**src/sv/gblur_pkg.sv**
```systemverilog
`default_nettype none
// ----------------------------------------------------------------------------
// gblur_pkg: shared types and constants of the 5x5 gaussian blur
// Pixel and window layouts, kernel weights, divider constants and widths.
// ----------------------------------------------------------------------------
package gblur_pkg;

  // frame geometry
  localparam int MAX_WIDTH = 1024;
  localparam int COL_W     = $clog2(MAX_WIDTH);
  localparam int WEFF_W    = COL_W + 1;
  localparam int WIDTH_W   = 11;
  localparam int HEIGHT_W  = 13;
  localparam int LAG_W     = $clog2(2 * MAX_WIDTH + 3);

  // configuration port
  localparam int ADDR_W = 3;
  localparam int DATA_W = 32;

  // kernel
  localparam int TAPS  = 5;
  localparam int LINES = TAPS - 1;
  localparam int CH_W  = 8;
  localparam int KW_W  = 6;
  localparam logic [KW_W-1:0] KERNEL [TAPS][TAPS] = '{
    '{6'd1, 6'd4,  6'd7,  6'd4,  6'd1},
    '{6'd4, 6'd16, 6'd26, 6'd16, 6'd4},
    '{6'd7, 6'd26, 6'd41, 6'd26, 6'd7},
    '{6'd4, 6'd16, 6'd26, 6'd16, 6'd4},
    '{6'd1, 6'd4,  6'd7,  6'd4,  6'd1}
  };

  // one kernel row sums to at most 107 * 255, the whole kernel to 273 * 255
  localparam int ROWSUM_W = 15;
  localparam int SUM_W    = 17;

  // division by 273 as multiply by ceil(2^32 / 273) and shift
  localparam int DIV_SHIFT = 32;
  localparam int DIV_MUL_W = 24;
  localparam logic [DIV_MUL_W-1:0] DIV_MUL = 24'd15732481;
  localparam int PROD_W = SUM_W + DIV_MUL_W;

  // cycles from window to lane result
  localparam int LANE_LAT = 3;

  // output queue
  localparam int FIFO_DEPTH = 8;
  localparam int FIFO_PTR_W = $clog2(FIFO_DEPTH);
  localparam int FIFO_CNT_W = $clog2(FIFO_DEPTH + 1);

  typedef struct packed {
    logic [CH_W-1:0] red;
    logic [CH_W-1:0] green;
    logic [CH_W-1:0] blue;
  } pixel_t;

  // four previous rows of one column, index 0 is the nearest row
  typedef pixel_t [LINES-1:0] line_t;
  // one vertical column of the window, index 0 is the bottom row
  typedef pixel_t [TAPS-1:0] col_t;
  // the 5x5 window, index 0 is the rightmost column
  typedef col_t [TAPS-1:0] win_t;
  // one channel of the window, [column][row]
  typedef logic [TAPS-1:0][TAPS-1:0][CH_W-1:0] chan_win_t;

  // per-item control traveling with the window
  typedef struct packed {
    logic            emit;
    logic            last;
    logic [TAPS-1:0] row_ok;
    logic [TAPS-1:0] col_ok;
  } tag_t;

endpackage
`default_nettype wire

```
**src/sv/gblur_merge.sv**
```systemverilog
`default_nettype none
// ----------------------------------------------------------------------------
// gblur_merge: result assembly and output queue
// Joins the three lane results with the end-of-frame flag, queues them and
// holds back input while every queue slot is spoken for.
// ----------------------------------------------------------------------------
module gblur_merge import gblur_pkg::*; (
  input  wire logic            clk,
  input  wire logic            rst,
  input  wire logic            reserve,
  input  wire tag_t            tag,
  input  wire logic [CH_W-1:0] red_level,
  input  wire logic [CH_W-1:0] green_level,
  input  wire logic [CH_W-1:0] blue_level,
  output logic                 full,
  output logic                 out_valid,
  input  wire logic            out_stall,
  output logic [CH_W-1:0]      red_out,
  output logic [CH_W-1:0]      green_out,
  output logic [CH_W-1:0]      blue_out,
  output logic                 frame_end
);

  typedef struct packed {
    pixel_t px;
    logic   last;
  } result_t;

  result_t               fifo [FIFO_DEPTH];
  logic [LANE_LAT-1:0]   emit_pipe;
  logic [LANE_LAT-1:0]   last_pipe;
  logic [FIFO_PTR_W-1:0] wr_ptr;
  logic [FIFO_PTR_W-1:0] rd_ptr;
  logic [FIFO_CNT_W-1:0] fill;
  logic [FIFO_CNT_W-1:0] credit;
  logic                  push;
  logic                  pop;
  result_t               head;

  assign push      = emit_pipe[LANE_LAT-1];
  assign out_valid = (fill != '0);
  assign pop       = out_valid && !out_stall;
  assign full      = (credit == FIFO_CNT_W'(FIFO_DEPTH));

  assign head      = fifo[rd_ptr];
  assign red_out   = head.px.red;
  assign green_out = head.px.green;
  assign blue_out  = head.px.blue;
  assign frame_end = head.last;

  // queue storage
  always_ff @(posedge clk) begin
    if (push) begin
      fifo[wr_ptr] <= '{px: '{red: red_level, green: green_level, blue: blue_level},
                        last: last_pipe[LANE_LAT-1]};
    end
  end

  // flag delay matching the lanes, pointers, fill and credit counts
  always_ff @(posedge clk) begin
    if (rst) begin
      emit_pipe <= '0;
      last_pipe <= '0;
      wr_ptr    <= '0;
      rd_ptr    <= '0;
      fill      <= '0;
      credit    <= '0;
    end else begin
      emit_pipe <= {emit_pipe[LANE_LAT-2:0], tag.emit};
      last_pipe <= {last_pipe[LANE_LAT-2:0], tag.last};
      if (push) begin
        wr_ptr <= (wr_ptr == FIFO_PTR_W'(FIFO_DEPTH - 1)) ? '0 : wr_ptr + 1'b1;
      end
      if (pop) begin
        rd_ptr <= (rd_ptr == FIFO_PTR_W'(FIFO_DEPTH - 1)) ? '0 : rd_ptr + 1'b1;
      end
      fill   <= fill + FIFO_CNT_W'(push) - FIFO_CNT_W'(pop);
      credit <= credit + FIFO_CNT_W'(reserve) - FIFO_CNT_W'(pop);
    end
  end

endmodule
`default_nettype wire

```
**config.mk**
```make
export PLATFORM = sky130hd
export DESIGN_NAME = gblur_merge
export DESIGN_NICKNAME = d
export VERILOG_FILES = /design/src/sv/gblur_pkg.sv /design/src/sv/gblur_merge.sv
export SDC_FILE = /design/constraint.sdc
export NUM_CORES = 1
export LEC_CHECK = 0
export ABC_CLOCK_PERIOD_IN_PS = 5300
export BUFFER_PORTS_ARGS = -buffer_cell sky130_fd_sc_hd__buf_2
export CAP_MARGIN = 10
export CORE_MARGIN = 3
export CORE_UTILIZATION = 40
export CTS_CLUSTER_DIAMETER = 80
export DETAILED_ROUTE_END_ITERATION = 10
export GPL_TIMING_DRIVEN = 0
export PLACE_DENSITY_LB_ADDON = 0.1
export SYNTH_ARGS = -nofsm -noshare
export SYNTH_HDL_FRONTEND = slang
export SYNTH_SLANG_ARGS = --single-unit
export TNS_END_PERCENT = 5
```
**constraint.sdc**
```tcl
create_clock -name clk -period 5.3 [get_ports clk]
set_clock_uncertainty 0.1 [all_clocks]
set_input_delay 1.06 -clock clk [delete_from_list [all_inputs] [get_ports clk]]
set_output_delay 1.06 -clock clk [all_outputs]
set_load 0.05 [all_outputs]
```
Word level (Yosys, flattened, before mapping)
Memories as Yosys holds them, arrays and structs flattened. A register that Yosys moved wholly into a read port is not among the register bits.
Cells that the tools add are included.
- reduce and logical (&&, ||, !) cells: 3
- equality and inequality tests: 3
- add/sub/neg operators: 6
- mux-type cells: 6
- operator list (operator ; number):
    two-way mux 3 bit ; 4
    adder 4 x 1 -> 4 bit ; 2
    subtractor 4 x 1 -> 4 bit ; 2
    adder 3 x 1 -> 3 bit, second input constant ; 2
    equality test 3 bit, second input constant ; 2
    equality test 4 bit, second input constant ; 1
    nonzero test 4 bit ; 1
    two-way mux 1 bit ; 2
    logical AND 1 bit ; 1
    logical NOT 1 bit ; 1
- word-level logic and storage cells: 25
- register bits after elaboration: 20
- memories kept: 1
- memory bits (writable): 200
- output and inout port bits: 27
- memory list (name ; depth ; width ; read ports ; clocked after memory_dff ; wr ports ; RTL line ; RTL):
    fifo ; 8 ; 25 ; 1 ; 1 ; 1 ; gblur_merge.sv:29 ; result_t fifo [FIFO_DEPTH];

Depth between registers and ports, before layout
Gate-level depths: netlist (run 1).
- word-level depth: 4
- depth in mapped cells: 10
- depth with buffers taken out: 10

Worst setup path before layout (run 1)
OpenSTA, ideal clock, no wires.
- kind: register to register
- start point: reg emit_pipe[2]
- end point: mem fifo[0][0] (netlist bit) (enable)
- path slack: 2.345 ns
- data required time: 4.762 ns
- buffers on the path: 1
- arrival time: 2.417 ns
- clock period less this slack: 2.955 ns
- stages on the path, launching flop included: 4
- library setup time: 0.438 ns
- cell sequence: dfxtp_1 -> clkbuf_1 -> nand2b_1 -> nor3_1
- cells in the longest elaborated chain, start to end: 2
- RTL lines (element ; RTL line ; RTL):
    from (decl) ; gblur_merge.sv:30 ; logic [LANE_LAT-1:0] emit_pipe;
    from (signal assigned) ; gblur_merge.sv:69 ; emit_pipe <= {emit_pipe[LANE_LAT-2:0], tag.emit};
    two-way mux 1 bit ; gblur_merge.sv:53 ; if (push) begin
    two-way mux 1 bit (implied by the code) ; gblur_merge.sv:54 ; fifo[wr_ptr] <= '{px: '{red: red_level, green: green_level, blue: blue_level},
    to (decl) ; gblur_merge.sv:29 ;
Every way passes these cells.

==> metrics.txt, run 1 <==
via/cell ratio=roughly 5.2; Max stage delay cell, worst path=buf_1; vias in the first global route=around 4400; CP bufs+invs=3; remaining antenna violation count after routing=0; Final Cycle Share=0.7143; # Post-CTS Setup Buffers=0; CTS Buf Count=24; largest net degree at the start of global routing=26; max frequency=0.2641 GHz; status=finished clean; Die W=154.1 um; share of cells above drive strength 1=0.2763; H-tree level count=1; Cell Pwr Density=421.4 nW/um2; Setup CP Type=flip-flop to output pin; Cells after Synth=approximately 410; final setup vio count=0; clock sinks=223; # DRC=0; Top cell by count, worst path=buf_1; Clk pin slew, worst setup/hold paths=~0.060 ns; area of the die=approximately 24000 um2; R2R setup slack=around 2.7 ns; final hold violation count=0; placed insts=between 700 and 800; cell count of the worst hold path=1; setup TNS=0 ns; vias=approximately 4100; Layout area overhead=18.48%; arrival time worst endpoint=2.63 ns; commonest non-fill, non-tap cell in the layout=edfxtp_1; max-cap viol count=0; Lkg Pwr=~3.5 nW; GRT Residual Overflow=0; hold buffers post-CTS=0; final WL=approximately 17000 um; sequential share of the synthesized area=0.7374; worst reg2reg endpoint=credit[3]$_SDFF_PP0_; initial core utilization=0.4119; Worst Path Required=approximately 4.1 ns; GP Congestion=0.7461; Clock Tree Root=clkbuf_16; Synth cell types=28; fin. max-slew vios=0; Avg Cell Area, Syn=between 20 and 25 um2; post-synth net total=around 460; DR iter-0 viols=just under 200; WL/cell=20.98 um; n_diodes=0; slew margin rel.=0.3471; Post-Route Utilization=0.4880; row cnt=53; FF-to-FF path depth=8; Worst Hold Endpoint=emit_pipe[2]$_SDFF_PP0_; Worst setup SP type=flip-flop; Die Ht=154.1 um; I/O pin count=67; CP Max Fanout=10; synthesis-stage register bit count=around 220; FF-to-FF Start=fill[2]$_SDFF_PP0_; Setup WS pre-CTS=roughly 2 ns; initial antenna violation count=1; Syn. warnings=0; port bufs=56; RSZ-0062 raised after global routing=no; GRT Util Overall=0.1427; Resized Gates After CTS=0; core area=roughly 21000 um2; worst hold path class=flip-flop to flip-flop; final setup margin=1.514 ns; first-pass GRT wire length=26090 um; nets=552; crit-path cells=buf_1 -> buf_1 -> mux4_1 -> mux2_2 -> buf_2; Max VDD drop=0.2285 mV; min cycle time layout=~3.8 ns; HPWL after DPL=around 10000 um; Clock Latency Late Sink=0.50 ns; CP peak stage delay=between 0.6 and 0.7 ns; Worst Setup End Kind=output pin; 1st-pass router iterations=4; Slew @ Worst Pin=about 1 ns; Clock Path Buffers=3; CP delay by family, top=buffers and inverters; hold_sp=emit_pipe[1]$_SDFF_PP0_; Non-Filler Instances=around 790; CTS tree=yes; most frequent cells in the layout=edfxtp_1 (200), buf_2 (58), mux4_1 (50), mux2_2 (26), clkbuf_16 (25); Synth Cell Area=8768 um2
-- flip-flops by register name (all words and copies together), names as in the netlist, named ones only --
signal     count
last_pipe      3
rd_ptr         3
fifo         200
emit_pipe      3
fill           4
credit         4
wr_ptr         3
-- kinds of logic after synthesis --
kind of cell,share of synthesized area
flops,0.7374
mux,0.1866
simple gates,0.02554
buf+inv,0.01741
compound gates,0.009275
fa+ha+maj,0.02169
xor+xnor,0.001998
-- per-stage QoR --
stage          cell area, um2  total power, mW  hold slack [ns]
6_report                10390            4.378           0.3344
3_5_place_dp             9615            2.802           0.3231
4_1_cts                 10390            4.438           0.3368
3_3_place_gp             9393            2.779           0.3192
2_1_floorplan            8768            2.609           0.3138
5_1_grt                 10390            4.577           0.3619
-- cells in the mapped netlist (all sizes together) --
cell type / n / area share
nor2: 15 / 0.0064
xor2: 1 / 0.0010
nand2b: 4 / 0.0029
nor3b: 2 / 0.0017
buf: 13 / 0.011
or4: 1 / 0.00086
inv: 10 / 0.0043
edfxtp: 200 / 0.68
a21o: 1 / 0.00086
mux2: 26 / 0.033
a21oi: 9 / 0.0051
nand3: 2 / 0.0011
nand4: 1 / 0.00071
dfxtp: 23 / 0.053
nor2b: 10 / 0.0071
mux4: 50 / 0.15
mux2i: 3 / 0.0034
nor3: 2 / 0.0011
or3: 2 / 0.0014
fa: 2 / 0.0046
clkbuf: 5 / 0.0021
nand2: 5 / 0.0021
ha: 12 / 0.017
a31o: 1 / 0.0010
xnor2: 1 / 0.0010
o21ai: 4 / 0.0023
-- final cells by class --
class	instances	area [um2]
clock inverter	12	128.9
buffer	18	115.1
multi-input combinational	154	2205
timing repair buffer	67	447.9
fill	1758	10900
sequential	223	6466
clock buffer	30	644.4
inverter	10	37.54
tap	275	344.1
-- per-layer routing --
metal / vias to the layer above / global-route usage / share of wire
met4: 2 / 0.03827 / 0.017
met5: - / 0 / 0.00079
met1: 2157 / 0.1946 / 0.45
met3: 26 / 0.02871 / 0.041
met2: 67 / 0.2361 / 0.49
li1: 1870 / - / -
-- report_power, final --
part / internal [mW] / switching, mW
Clock: 1.00 / 0.626
Combinational: 0.296 / 0.483
Sequential: 1.95 / 0.0203
Total: 3.25 / 1.13
-- worst max path at each step --
stage | to | start | slack (ns) | cells past startpoint
final | green_out[7] | flip-flop | 1.51 | 5
after global routing | green_out[7] | flip-flop | 1.33 | 5
after CTS | red_out[2] | flip-flop | 1.46 | 5
after detailed placement | red_out[2] | flip-flop | 2.00 | 5
after global placement | fifo[4][17]$_DFFE_PP_ | emit_pipe[2]$_SDFF_PP0_ | 0.54 | 3
after floorplan | fifo[0][0]$_DFFE_PP_ | emit_pipe[2]$_SDFF_PP0_ | 2.34 | 3
No activity file was read; power rests on OpenSTA's default activity.
==> run 2, diff against run 1 <==
- ABC_CLOCK_PERIOD_IN_PS: 5300 -> 3150
- clock period: 5.3 -> 3.15 ns (I/O delays scaled with it)
==> run 2 against run 1 <==
  * Sequential share of layout area fell by 0.053 points
  * Register-to-register slack lost 2.2 ns
  * Critical endpoint unchanged
  * Final area hardly changed
  * Critical path type unchanged
  * Largest power group unchanged
  * Total power grew 68%
  * Global-route usage unchanged
==> metrics.txt, run 2 (synthesis gave the netlist of run 1 again) <==
Setup WS pre-CTS=~0.28 ns; Top cell by count, worst path=buf_6; Worst Setup End Kind=output pin; port bufs=56; worst hold path class=input pin to flip-flop; first-pass GRT wire length=roughly 26000 um; Worst Path Required=2.42 ns; initial core utilization=0.4119; cell count of the worst hold path=2; RSZ-0062 raised after global routing=no; CP Max Fanout=10; clock sinks=approximately 220; Regs by FF count=fifo x200, credit x4, fill x4; Layout area overhead=18.58%; Lkg Pwr=about 3.5 nW; final WL=16540 um; status=finished clean; via/cell ratio=5.202; final setup margin=around 0.14 ns; initial antenna violation count=1; GRT Residual Overflow=0; most frequent cells in the layout=edfxtp_1 (200), buf_2 (61), mux4_1 (50), mux2_2 (26), clkbuf_16 (25); Min Hold Slack=~0.23 ns; Max VDD drop=0.3849 mV; Die Ht=approximately 150 um; CP peak stage delay=between 0.6 and 0.7 ns; nets=around 550; max-cap viol count=0; WL/cell=about 21 um; 1st-pass router iterations=4; commonest non-fill, non-tap cell in the layout=edfxtp_1; arrival time worst endpoint=between 2 and 2.5 ns; Max stage delay cell, worst path=mux4_1; Final Cycle Share=0.9546; H-tree level count=1; Setup CP Type=flip-flop to output pin; Worst setup SP type=flip-flop; largest net degree at the start of global routing=26; crit-path cells=buf_6 -> buf_6 -> mux4_1 -> mux2_2 -> buf_2; Slew @ Worst Pin=just under 1 ns; n_diodes=0; final setup vio count=0; Fillers=approximately 1800; Clock Path Buffers=3; min cycle time layout=about 3 ns; share of cells above drive strength 1=0.2860; Clock Latency Late Sink=roughly 0.50 ns; area of the die=roughly 24000 um2; Cell Pwr Density=between 700 and 800 nW/um2; GRT Util Overall=0.1427; Largest register FFs=200; FF-to-FF path depth=8; remaining antenna violation count after routing=0; Die W=between 150 and 200 um; I/O pin count=67; largest reg by FF count=fifo; final hold violation count=0; row cnt=53; GP Congestion=approximately 0.75; Clock Tree Root=clkbuf_16; core area=roughly 21000 um2; HPWL after DPL=~10000 um; vias in the first global route=approximately 4400; CTS tree=yes; slew margin rel.=0.3555; fin. max-slew vios=0; CTS Buf Count=24; vias=roughly 4100; max frequency=about 0.33 GHz; Clk pin slew, worst setup/hold paths=~0.060 ns; Post-Route Utilization=0.4885; DR iter-0 viols=between 150 and 200; # DRC=0
run 2: cell types whose count changed in the layout (fill, tap and decap cells not counted):
cell and change:
buf_1 -4, buf_2 +3, clkbuf_1 -1, clkbuf_2 +1, clkbuf_4 +1
run 2: layout make-up:
type | instances | area [um2] | share of cell area
flip-flops and latches | 223 | 6466 | 0.6219
multi-input cells | 154 | 2205 | 0.2120
clock buffers | 30 | 644.4 | 0.06197
repair buffers | 67 | 447.9 | 0.04308
well taps | 275 | 344.1 | 0.03309
clock inverters | 12 | 128.9 | 0.01239
plain buffers | 18 | 123.9 | 0.01191
inverters | 10 | 37.54 | 0.003610
run 2: routing by layer:
layer	track usage	share of wire	up-vias
li1	-	-	1869
met1	0.1946	0.45	2128
met2	0.2361	0.49	79
met3	0.02871	0.048	26
met4	0.03827	0.017	2
met5	0	0.00079	-
run 2: worst max-delay path: cells and delay by family, from the launching register on:
kind,cells,cell delay [ns]
buffers and inverters,3,0.54
DFF,1,0.34
muxes,2,0.89
run 2: where the power goes:
| part | total (mW) | internal [mW] | switching, mW |
|---|---|---|---|
| clock | 2.74 | 1.68 | 1.05 |
| combinational | 1.31 | 0.500 | 0.814 |
| sequential | 3.32 | 3.28 | 0.0342 |
| total | 7.37 | 5.47 | 1.90 |
run 2: stage by stage:
step | total power, mW | TNS (ns) | std cells | cell area [um2]
after floorplan | 4.390 | 0 | 405 | 8768
after global placement | 4.675 | -128.44 | 736 | 9393
after detailed placement | 4.715 | 0 | 747 | 9615
after CTS | 7.468 | 0 | 789 | 10400
after global routing | 7.702 | 0 | 789 | 10400
final | 7.368 | 0 | 789 | 10400
run 2: path summary, 6_finish.rpt:
kind | from | endpoint | slack [ns]
max | flip-flop | green_out[7] | 0.14
max reg2reg | fill[2]$_SDFF_PP0_ | credit[3]$_SDFF_PP0_ | 0.53
min reg2reg | emit_pipe[1]$_SDFF_PP0_ | emit_pipe[2]$_SDFF_PP0_ | 0.33
min | tag[11] | emit_pipe[0]$_SDFF_PP0_ | 0.23
run 2: what timing repair did:
action	CTS	global route
hold buffers	0	0
endpoints found under the setup margin	20	2
setup buffers	0	0
resized for setup	5	1
