--- src/sv/gblur_pkg.sv ---
`default_nettype none
// ----------------------------------------------------------------------------
// gblur_pkg: shared types and constants of the 5x5 gaussian blur
// Pixel and window layouts, kernel weights, divider constants and widths.
// ----------------------------------------------------------------------------
package gblur_pkg;

  // frame geometry
  localparam int MAX_WIDTH = 1024;
  localparam int COL_W     = $clog2(MAX_WIDTH);
  localparam int WEFF_W    = COL_W + 1;
  localparam int WIDTH_W   = 11;
  localparam int HEIGHT_W  = 13;
  localparam int LAG_W     = $clog2(2 * MAX_WIDTH + 3);

  // configuration port
  localparam int ADDR_W = 3;
  localparam int DATA_W = 32;

  // kernel
  localparam int TAPS  = 5;
  localparam int LINES = TAPS - 1;
  localparam int CH_W  = 8;
  localparam int KW_W  = 6;
  localparam logic [KW_W-1:0] KERNEL [TAPS][TAPS] = '{
    '{6'd1, 6'd4,  6'd7,  6'd4,  6'd1},
    '{6'd4, 6'd16, 6'd26, 6'd16, 6'd4},
    '{6'd7, 6'd26, 6'd41, 6'd26, 6'd7},
    '{6'd4, 6'd16, 6'd26, 6'd16, 6'd4},
    '{6'd1, 6'd4,  6'd7,  6'd4,  6'd1}
  };

  // one kernel row sums to at most 107 * 255, the whole kernel to 273 * 255
  localparam int ROWSUM_W = 15;
  localparam int SUM_W    = 17;

  // division by 273 as multiply by ceil(2^32 / 273) and shift
  localparam int DIV_SHIFT = 32;
  localparam int DIV_MUL_W = 24;
  localparam logic [DIV_MUL_W-1:0] DIV_MUL = 24'd15732481;
  localparam int PROD_W = SUM_W + DIV_MUL_W;

  // cycles from window to lane result
  localparam int LANE_LAT = 3;

  // output queue
  localparam int FIFO_DEPTH = 8;
  localparam int FIFO_PTR_W = $clog2(FIFO_DEPTH);
  localparam int FIFO_CNT_W = $clog2(FIFO_DEPTH + 1);

  typedef struct packed {
    logic [CH_W-1:0] red;
    logic [CH_W-1:0] green;
    logic [CH_W-1:0] blue;
  } pixel_t;

  // four previous rows of one column, index 0 is the nearest row
  typedef pixel_t [LINES-1:0] line_t;
  // one vertical column of the window, index 0 is the bottom row
  typedef pixel_t [TAPS-1:0] col_t;
  // the 5x5 window, index 0 is the rightmost column
  typedef col_t [TAPS-1:0] win_t;
  // one channel of the window, [column][row]
  typedef logic [TAPS-1:0][TAPS-1:0][CH_W-1:0] chan_win_t;

  // per-item control traveling with the window
  typedef struct packed {
    logic            emit;
    logic            last;
    logic [TAPS-1:0] row_ok;
    logic [TAPS-1:0] col_ok;
  } tag_t;

endpackage
`default_nettype wire

--- src/sv/gblur_lane.sv ---
`default_nettype none
// ----------------------------------------------------------------------------
// gblur_lane: one color channel of the blur
// Masked weighted row sums, total, and division by 273 through a
// reciprocal multiply; three register stages.
// ----------------------------------------------------------------------------
module gblur_lane import gblur_pkg::*; (
  input  wire logic            clk,
  input  wire chan_win_t       taps,
  input  wire tag_t            tag,
  output logic [CH_W-1:0]      level
);

  logic [ROWSUM_W-1:0] row_sum_next [TAPS];
  logic [ROWSUM_W-1:0] row_sum [TAPS];
  logic [SUM_W-1:0]    total_next;
  logic [SUM_W-1:0]    total;
  logic [PROD_W-1:0]   prod;

  // weighted sum of each kernel row, neighbors outside the frame add zero
  always_comb begin
    for (int k = 0; k < TAPS; k++) begin
      row_sum_next[k] = '0;
      for (int j = 0; j < TAPS; j++) begin
        if (tag.row_ok[k] && tag.col_ok[j]) begin
          row_sum_next[k] = row_sum_next[k] +
                            ROWSUM_W'(taps[j][k]) * ROWSUM_W'(KERNEL[k][j]);
        end
      end
    end
  end

  // total over the rows
  always_comb begin
    total_next = '0;
    for (int k = 0; k < TAPS; k++) begin
      total_next = total_next + SUM_W'(row_sum[k]);
    end
  end

  // pipeline: row sums, total, reciprocal product
  always_ff @(posedge clk) begin
    row_sum <= row_sum_next;
    total   <= total_next;
    prod    <= PROD_W'(total) * PROD_W'(DIV_MUL);
  end

  assign level = prod[DIV_SHIFT +: CH_W];

endmodule
`default_nettype wire

--- config.mk ---
export PLATFORM = sky130hd
export DESIGN_NAME = gblur_lane
export DESIGN_NICKNAME = d
export VERILOG_FILES = /design/src/sv/gblur_pkg.sv /design/src/sv/gblur_lane.sv
export SDC_FILE = /design/constraint.sdc
export NUM_CORES = 1
export LEC_CHECK = 0
export CELL_PAD_IN_SITES_DETAIL_PLACEMENT = 2
export CELL_PAD_IN_SITES_GLOBAL_PLACEMENT = 2
export CORE_ASPECT_RATIO = 0.5
export CORE_MARGIN = 2
export CORE_UTILIZATION = 44
export DETAILED_ROUTE_END_ITERATION = 6
export DONT_BUFFER_PORTS = 1
export PLACE_DENSITY_LB_ADDON = 0.1
export SYNTH_ARGS = -nofsm -noshare
export SYNTH_HDL_FRONTEND = slang
export SYNTH_SLANG_ARGS = --single-unit
--- constraint.sdc ---
create_clock -name clk -period 22.7 [get_ports clk]
set_input_delay 4.54 -clock clk [delete_from_list [all_inputs] [get_ports clk]]
set_output_delay 4.54 -clock clk [all_outputs]
set_load 0.02 [all_outputs]
-- Yosys cells after proc, flatten, opt, wreduce, memory -nomap -nowiden
Index checks and enable logic that the tools add are counted.
- bits in registers: 132
- bits of input ports: 213
- output and inout port bits: 8
- word-level logic and storage cells: 91
- add/subtract/negate cells: 24
- multipliers: 10
- mux-type cells: 25
- reductions and logical operators: 25
- operator list (operator ; number):
    2-to-1 mux 15 bit ; 20
    adder 15 x 10 -> 15 bit ; 6
    adder 15 x 12 -> 15 bit ; 4
    adder 15 x 13 -> 15 bit ; 4
    multiplier 8 x 4 -> 12 bit (second input constant) ; 4
    adder 15 x 11 -> 15 bit ; 3
    multiplier 8 x 3 -> 11 bit (second input constant) ; 4
    multiplier 17 x 24 -> 40 bit (second input constant) ; 1
    adder 17 x 15 -> 17 bit ; 2
    adder 15 x 8 -> 15 bit ; 2
    logical AND 1 bit ; 25
    2-to-1 mux 10 bit ; 2
    adder 16 x 15 -> 17 bit ; 1
    adder 15 x 15 -> 16 bit ; 1
    2-to-1 mux 8 bit ; 2
    adder 15 x 14 -> 15 bit ; 1
    multiplier 8 x 6 -> 14 bit (second input constant) ; 1
    2-to-1 mux 11 bit ; 1

-- Depth between registers and ports, before layout
Gate-level depths: netlist (run 1).
- depth after elaboration: 10
- depth in mapped cells: 40
- mapped depth without buffers: 40

-- Worst setup path after synthesis (run 1)
No wires, ideal clock.
- kind: input-to-reg
- from: input taps[16] (netlist name)
- to: register row_sum[44] (netlist name)
- library setup time: 121 ps
- arrival: 11086 ps
- required time: 22579 ps
- setup slack: 11493 ps
- cell stages on the path: 34
- cells stage by stage: fa_1 ha_1 inv_1 fa_1 nor2b_1 nor3_1 ha_1 o21ai_0 o21ai_0 nor2_1 a21oi_1 fa_1 inv_1 ha_1 a41oi_1 nand2_1 xnor2_1 o21ai_0 inv_1 ha_1 or3_1 or2_2 a21oi_1 xor2_1 o21ai_0 fa_1 ha_1 nand2_1 o21a_1 o21ai_0 nand4_1 mux2i_1 a31oi_1 xnor2_1
- RTL lines (element ; line ; text):
    start: declaration ; gblur_lane.sv:9 ; input wire chan_win_t taps,
    end signal: assignment ; gblur_lane.sv:43 ; row_sum <= row_sum_next;
    end: declaration ; gblur_lane.sv:15 ; logic [ROWSUM_W-1:0] row_sum [TAPS];

==> results of run 1 <==
-- final timing paths --
path | from | endpoint | slack, ps | cells past startpoint
worst max-delay path | taps[16] | row_sum[44] | 10450 | 38
worst min-delay path | row_sum[61] | total[1] | 490 | 1
worst max register to register | total[14] | prod[38] | 16630 | 18
worst min register to register | row_sum[61] | total[1] | 490 | 1
-- per-layer routing --
layer | vias to the layer above | track usage | part of all wire
met1 | 9163 | 0.3185 | 0.43
met4 | 0 | 0.07281 | 0.025
met5 | - | 0 | 0
li1 | 8660 | - | -
met2 | 197 | 0.5247 | 0.52
met3 | 80 | 0.02959 | 0.020
-- flip-flops by register name, indices dropped and copies added (netlist names) --
| name | count |
|---|---|
| prod | 8 |
| total | 17 |
| row_sum | 71 |
-- worst max-delay path: cells and delay by family --
family	cells	cell delay, ps
AO/OA/AOI/OAI	13	2360
XOR/XNOR	4	830
adder cells (fa/ha/maj)	9	3210
buffers and inverters	2	100
AND/OR/NAND/NOR	10	1440
-- stage by stage --
stage,cells,setup slack [ps],cell area (um2)
6_report,3196,10450,22720
5_1_grt,3195,9834,22710
4_1_cts,3190,10550,22700
3_5_place_dp,3176,10180,22430
3_3_place_gp,3176,10330,22430
2_1_floorplan,2571,11490,21790
-- cell usage in the layout (no fill, tap or decap), drive strengths merged, types with 10 or more instances in the layout --
master | synthesis | routed
a211oi | 23 | 23
clkbuf | 41 | 10
o21bai | 33 | 33
a21oi | 175 | 175
o31a | 10 | 10
fa | 196 | 196
o31ai | 11 | 11
and2 | 31 | 31
or3 | 11 | 11
nand3 | 27 | 27
nor3 | 41 | 41
or2 | 14 | 14
nor2b | 24 | 24
mux2 | 31 | 31
and3 | 29 | 29
xnor2 | 120 | 120
nand2b | 22 | 22
a21o | 53 | 53
ha | 441 | 441
nor2 | 152 | 152
o21ai | 158 | 158
mux2i | 21 | 21
dfxtp | 96 | 96
nand2 | 150 | 150
xor2 | 63 | 63
o21a | 39 | 39
inv | 422 | 423
o211ai | 10 | 10
o41ai | 10 | 10
-- cell type report --
class	instances	area [um2]	share of cell area
Inverter	423	1588	0.06989
Clock buffer	10	239.0	0.01052
Multi-Input combinational cell	2008	18110	0.7973
Sequential cell	96	1922	0.08460
Clock inverter	4	30.03	0.001322
Tap cell	649	812.0	0.03575
Antenna cell	6	15.01	0.0006609
-- kinds of logic (layout without fill, tap and decap cells) --
logic type | Yosys count | after routing | share of synthesized area
AO/OA/AOI/OAI | 605 | 605 | 0.1822
XOR/XNOR | 183 | 183 | 0.07357
adder cells (fa/ha/maj) | 637 | 637 | 0.4334
buffers and inverters | 467 | 437 | 0.08058
flip-flops | 96 | 96 | 0.08822
multiplexers | 52 | 52 | 0.02567
other | 1 | 8 | 0.0001721
AND/OR/NAND/NOR | 529 | 529 | 0.1161
==> impl_metrics.tcl, run 1 <==
set metrics [dict create \
    status "finished, final reports clean" \
    gr-total-overflow 0 \
    drc 0 \
    tightestPinTransition_ps 956.9 \
    clk_pin_slew_worst_paths_ps 60 \
    synthTopCellsByCount "ha_1, inv_1, fa_1" \
    post_cts_buffers 0 \
    synth-edff-count 0 \
    drv_cap 0 \
    crit_path_start_kind "input pin" \
    cp-end-kind "flip-flop" \
    cts_buffer_depth 2 \
    ctsRootBufferMaster "clkbuf_16" \
    dr.pass1.iters 5 \
    fp.dieH_um 161.3 \
    slew_headroom 0.3581 \
    rsz0062_at_grt "false" \
    htree_levels 3 \
    synthTopCellsByArea "ha_1, fa_1, dfxtp_1" \
    ios 221 \
    dr_total_vias 18100 \
    coreArea_mm2 0.04871 \
    rows 57 \
    slowest_delay_ps 530 \
    drt_first_iter_violations 505 \
    die-area_mm2 0.05142 \
    synth_top_flop_cell "dfxtp_1" \
    period_needed_ps 12250 \
    slew_viol_final 0 \
    syn_inst 2570 \
    worstSetupPathType "input pin to flip-flop" \
    start_util 0.4472 \
    synth_largest_area_cell "ha_1" \
    wl_per_cell_um 21.45 \
    grt_pass1_wl_mm 111.2 \
    max_freq_ghz 0.08164 \
    cts_tree "yes" \
    cpMaxStageDelayCell "fa_1" \
    drt-total-wl_mm 68.54 \
    setup_tns_ps 0 \
    grt_pass1_vias 20880 \
    crit_path_max_fanout 5 \
    drive_gt1_frac 0.03817 \
    yosys_warnings 0 \
    synth.most_common_cell "ha_1" \
    vias_per_cell 5.663 \
    antenna_found_initial 7 \
    nFillCells 5452 \
    final_util 0.4664 \
    finalClockSkew_ps 7.067 \
    numCtsBuffers 9 \
    syn_avg_cell_area_um2 8.477 \
    required_ps 22940 \
    grt_max_degree 28 \
    routabilityCongestion 0.8458 \
    ys_ff_latch 96 \
    nNetsFinal 3388 \
    synthesis.area_mm2 0.02178 \
    grtUsageTotal 0.2718 \
    finalHoldViolations 0 \
    holdWs_ps 493.3 \
    post_cts_resized 0 \
    area_delta_synth_final_pct 4.279 \
    port_buffers 0 \
    die_w_um 318.7 \
    clkLatencyLatePin_ps 370 \
    ys_types 87 \
    synthArstFlopShare 0 \
    cts_sinks 96 \
    setup_viol 0 \
    critPathMostFrequentCell "ha_1" \
    finalCritPeriodShare 0.5396 \
    place_hpwl_mm 59.77 \
    hold_path_class "flip-flop to flip-flop" \
    drtAntennaViolNets 0 \
    synth_top_area_frac 0.2533 \
    ys_seq_area_frac 0.08822 \
    arrival_ps 12490 \
    cts_hold_buf 0 \
]
Power of run 1 is left out: the tool's default activity adds up to more than one toggle a clock period on the data nets, which glitch-free logic cannot reach.
==> run 2: changes to the inputs <==
- CORE_UTILIZATION: 44 -> 37
- clock period: 22.7 -> 10.21 ns (I/O delays scaled with it)
==> run 2 against run 1 <==
Critical path depth fell by 4; global-route usage shrank 5.5 points; cell count rose by 3.7%; critical path type unchanged; register-to-register slack worse by 12000 ps; sequential share of layout area is 0.060 points lower; via count shrank 2.1%; largest cell class unchanged; wire length shrank 5.7%.
==> impl_metrics.tcl, run 2 (synthesis gave the netlist of run 1 again) <==
set metrics [dict create \
    crit_buf_inv 3 \
    gr-total-overflow 0 \
    max_freq_ghz 0.1050 \
    cp-end-kind "flip-flop" \
    period_needed_ps 9527 \
    dr.pass1.iters 4 \
    routabilityCongestion 0.8366 \
    status "finished, final reports clean" \
    ctsRootBufferMaster "clkbuf_16" \
    port_buffers 0 \
    slew_headroom 0.4562 \
    final_common_cell "ha_1" \
    area_delta_synth_final_pct 5.025 \
    cp_top_family "adder cells" \
    drc 0 \
    cts_hold_buf 0 \
    dr_total_vias 17718 \
    clkLatencyLatePin_ps 370 \
    reg_top3 "row_sum x71, total x17, prod x8" \
    start_util 0.3769 \
    crit_path_max_fanout 5 \
    drtAntennaViolNets 0 \
    rsz0062_at_grt "false" \
    hold_path_class "flip-flop to flip-flop" \
    clk_pin_slew_worst_paths_ps 70 \
    tightestPinTransition_ps 807.2 \
    grtUsageTotal 0.2163 \
    cpMaxStageDelayCell "fa_1" \
    drt-total-wl_mm 64.66 \
    worstSetupPathType "input pin to flip-flop" \
    fp.dieH_um 175.6 \
    grt_pass1_vias 19838 \
    layout_common_cells "ha_1, inv_1, fa_1" \
    wl_per_cell_um 19.51 \
    required_ps 10470 \
    setup_tns_ps 0 \
    crit_path_start_kind "input pin" \
    met1_usage 0.2795 \
    htree_levels 3 \
    slowest_delay_ps 530 \
    place_hpwl_mm 57.43 \
    cts_buffer_depth 2 \
    die-area_mm2 0.06095 \
    nNetsFinal 3389 \
    post_cts_resized 0 \
    grt_util_met3 0.01832 \
    coreArea_mm2 0.05779 \
    setup_viol 0 \
    holdWs_ps 562.1 \
    grt_pass1_wl_mm 105.5 \
    grt_max_degree 28 \
    drv_cap 0 \
    cts_tree "yes" \
    antenna_found_initial 5 \
    largest_register_ffs 71 \
    dpl.cell_count 3296 \
    arrival_ps 9790 \
    finalClockSkew_ps 12.35 \
    rows 62 \
    die_w_um 347.2 \
    drive_gt1_frac 0.03893 \
    numCtsBuffers 9 \
    drt_first_iter_violations 345 \
    ios 221 \
    vias_per_cell 5.345 \
    slew_viol_final 0 \
    cts_sinks 96 \
    finalCritPeriodShare 0.9331 \
    stdcell_count 3315 \
    top_register "row_sum" \
    post_cts_buffers 0 \
    grtUsageMet2 0.4004 \
    ff2ff_setup_slack_ps 4230 \
    finalHoldViolations 0 \
    grt-busiest-layer "met2" \
]
run 2: layout make-up:
| type | instances | area (um2) |
|---|---|---|
| multi-input combinational | 2008 | 18110 |
| antenna | 4 | 10.01 |
| tap | 768 | 960.9 |
| timing repair buffer | 1 | 7.507 |
| sequential | 96 | 1922 |
| inverter | 423 | 1588 |
| clock inverter | 5 | 41.29 |
| fill | 6537 | 34910 |
| clock buffer | 10 | 239.0 |
run 2: path summary, 6_finish.rpt:
check | to | cells after the start | startpoint
worst max-delay path | row_sum[44] | 34 | taps[16]
worst min-delay path | total[1] | 1 | row_sum[61]
worst max register to register | prod[38] | 18 | total[14]
worst min register to register | total[1] | 1 | row_sum[61]
run 2: worst reg2reg max path: stages, from the launching register on:
cell      delay [ps]
dfxtp_1          550
fa_1             490
inv_1             90
fa_1             430
fa_1             540
fa_1             560
inv_1             60
fa_1             500
fa_1             500
ha_1             340
a21o_1           170
a221oi_1         280
a21oi_1          120
a21oi_1          290
a21oi_1          190
o221ai_1         320
nand2b_1         150
a21oi_1          200
xnor2_1          140
run 2: layer usage:
metal	vias to the layer above	share of wire	wire length, um
met5	-	0	0
met4	0	0.012	765
met3	40	0.014	933
met2	107	0.50	32610
met1	8912	0.47	30360
li1	8659	-	-
run 2: through the flow:
step	utilization	setup slack, ps	instance area [um2]
after floorplan	-	1501	21790
after global routing	0.3959	33.57	22880
after detailed placement	0.3909	322.9	22590
after global placement	0.3909	442.4	22590
after CTS	0.3957	672.0	22870
final	0.3959	682.7	22880
Power of run 2 is left out for the same reason.
==> run 3: changes to the inputs <==
- CORE_MARGIN: 2 -> unset
- PLACE_DENSITY_LB_ADDON: 0.1 -> 0.05
==> run 3 against run 2 <==
Clock skew is 4.0 ps higher; non-clock buffer count did not move; register-to-register slack improved by 40 ps; via count decreased by 1.0%; fmax barely moved; sequential share of layout area about the same; utilization up 0.082 points; global-route usage is 0.38 points higher; wire length is 0.65% lower; critical path type unchanged; highest routed layer unchanged.
==> impl_metrics.tcl, run 3 (synthesis gave the netlist of run 1 again) <==
set metrics [dict create \
    slew_viol_final 0 \
    hold-path-endpoint "total[1]" \
    drtAntennaViolNets 0 \
    dr_total_vias 17534 \
    rows 62 \
    nNetsFinal 3389 \
    cts_buffer_depth 2 \
    grt_pass1_wl_mm 105.2 \
    drt-total-wl_mm 64.24 \
    r2r_start "total[14]" \
    drive_gt1_frac 0.03931 \
    area_delta_synth_final_pct 5.244 \
    reg_top3 "row_sum x71, total x17, prod x8" \
    max_freq_ghz 0.1049 \
    post_cts_resized 0 \
    final_area_mm2 0.02293 \
    finalCritPeriodShare 0.9338 \
    cpMaxStageDelayCell "fa_1" \
    rsz0062_at_grt "false" \
    top_register "row_sum" \
    grt_max_degree 28 \
    cts_hold_buf 0 \
    period_needed_ps 9534 \
    grt_pass1_vias 19691 \
    cp-end-kind "flip-flop" \
    clkLatencyLatePin_ps 370 \
    required_ps 10470 \
    coreArea_mm2 0.05779 \
    cts_sinks 96 \
    numCtsBuffers 9 \
    grtUsageTotal 0.2201 \
    die-area_mm2 0.05991 \
    port_buffers 0 \
    crit_path_max_fanout 5 \
    gr-total-overflow 0 \
    status "finished, final reports clean" \
    worstSetupPathType "input pin to flip-flop" \
    placed_area_mm2 0.02259 \
    hp-start "row_sum[61]" \
    antenna_found_initial 7 \
    place_ws_ps 267.6 \
    tightestPinTransition_ps 914.7 \
    slew_headroom 0.3838 \
    clk_pin_slew_worst_paths_ps 70 \
    crit_path_start_kind "input pin" \
    dr.pass1.iters 4 \
    vias_per_cell 5.285 \
    ff2ff_setup_slack_ps 4270 \
    finalClockSkew_ps 16.30 \
    post_cts_buffers 0 \
    cts_tree "yes" \
    final_common_cell "ha_1" \
    setup_tns_ps 0 \
    htree_levels 3 \
    critPathMostFrequentCell "ha_1" \
    ctsRootBufferMaster "clkbuf_16" \
    die_w_um 345.2 \
    fin_ws_ps 676.1 \
    place_hpwl_mm 57.25 \
    start_util 0.3769 \
    ios 221 \
    largest_register_ffs 71 \
    slowest_delay_ps 550 \
    setup_viol 0 \
    finalHoldViolations 0 \
    arrival_ps 9800 \
    wl_per_cell_um 19.36 \
    hold_depth 1 \
    rr_endpoint "prod[38]" \
    drc 0 \
    fp.dieH_um 173.6 \
    reg2reg_depth 18 \
    layout_common_cells "ha_1, inv_1, fa_1" \
    drv_cap 0 \
    hold_path_class "flip-flop to flip-flop" \
    routabilityCongestion 0.8157 \
    drt_first_iter_violations 448 \
]
## run 3: worst max-delay path by stage
stage / depth (start not counted) / slack (ps) / end / start
floorplan: 34 / 1500 / row_sum[44] / taps[16]
global placement: 34 / 470 / row_sum[44] / taps[16]
detailed placement: 38 / 270 / row_sum[44] / taps[16]
CTS: 38 / 600 / row_sum[44] / taps[16]
global route: 38 / 40 / row_sum[44] / taps[16]
finish: 38 / 680 / row_sum[44] / taps[16]
## run 3: final cells by class
type	count	area, um2
clock buffer	11	252.7
fill	6526	34870
inverter	423	1588
multi-input combinational	2008	18110
antenna	6	15.01
tap	768	960.9
timing repair buffer	1	7.507
clock inverter	5	70.07
sequential	96	1922
## run 3: routing by layer
layer  track usage  vias to the layer above  part of all wire
li1              -                     8666                 -
met1        0.2854                     8669              0.47
met2        0.3949                      140              0.49
met3       0.02500                       59             0.023
met4       0.04204                        0             0.018
met5             0                        -                 0
## run 3: metrics by stage
| stage | hold WS (ps) | std cells | util |
|---|---|---|---|
| floorplan | 432.4 | 2571 | - |
| global placement | 473.4 | 3296 | 0.3909 |
| detailed placement | 447.8 | 3296 | 0.3909 |
| CTS | 478.3 | 3312 | 0.3964 |
| global route | 507.1 | 3316 | 0.3966 |
| finish | 475.8 | 3318 | 0.3967 |
## run 3: worst max-delay path, delay by kind of cell
kind	cells	cell delay, ps
adders and majority gates	9	3140
AOI/OAI and AO/OA	13	2340
and+or+nand+nor	10	1390
xor gates and xnor gates	4	730
buffers and inverters	2	130
Power of run 3 is left out for the same reason.
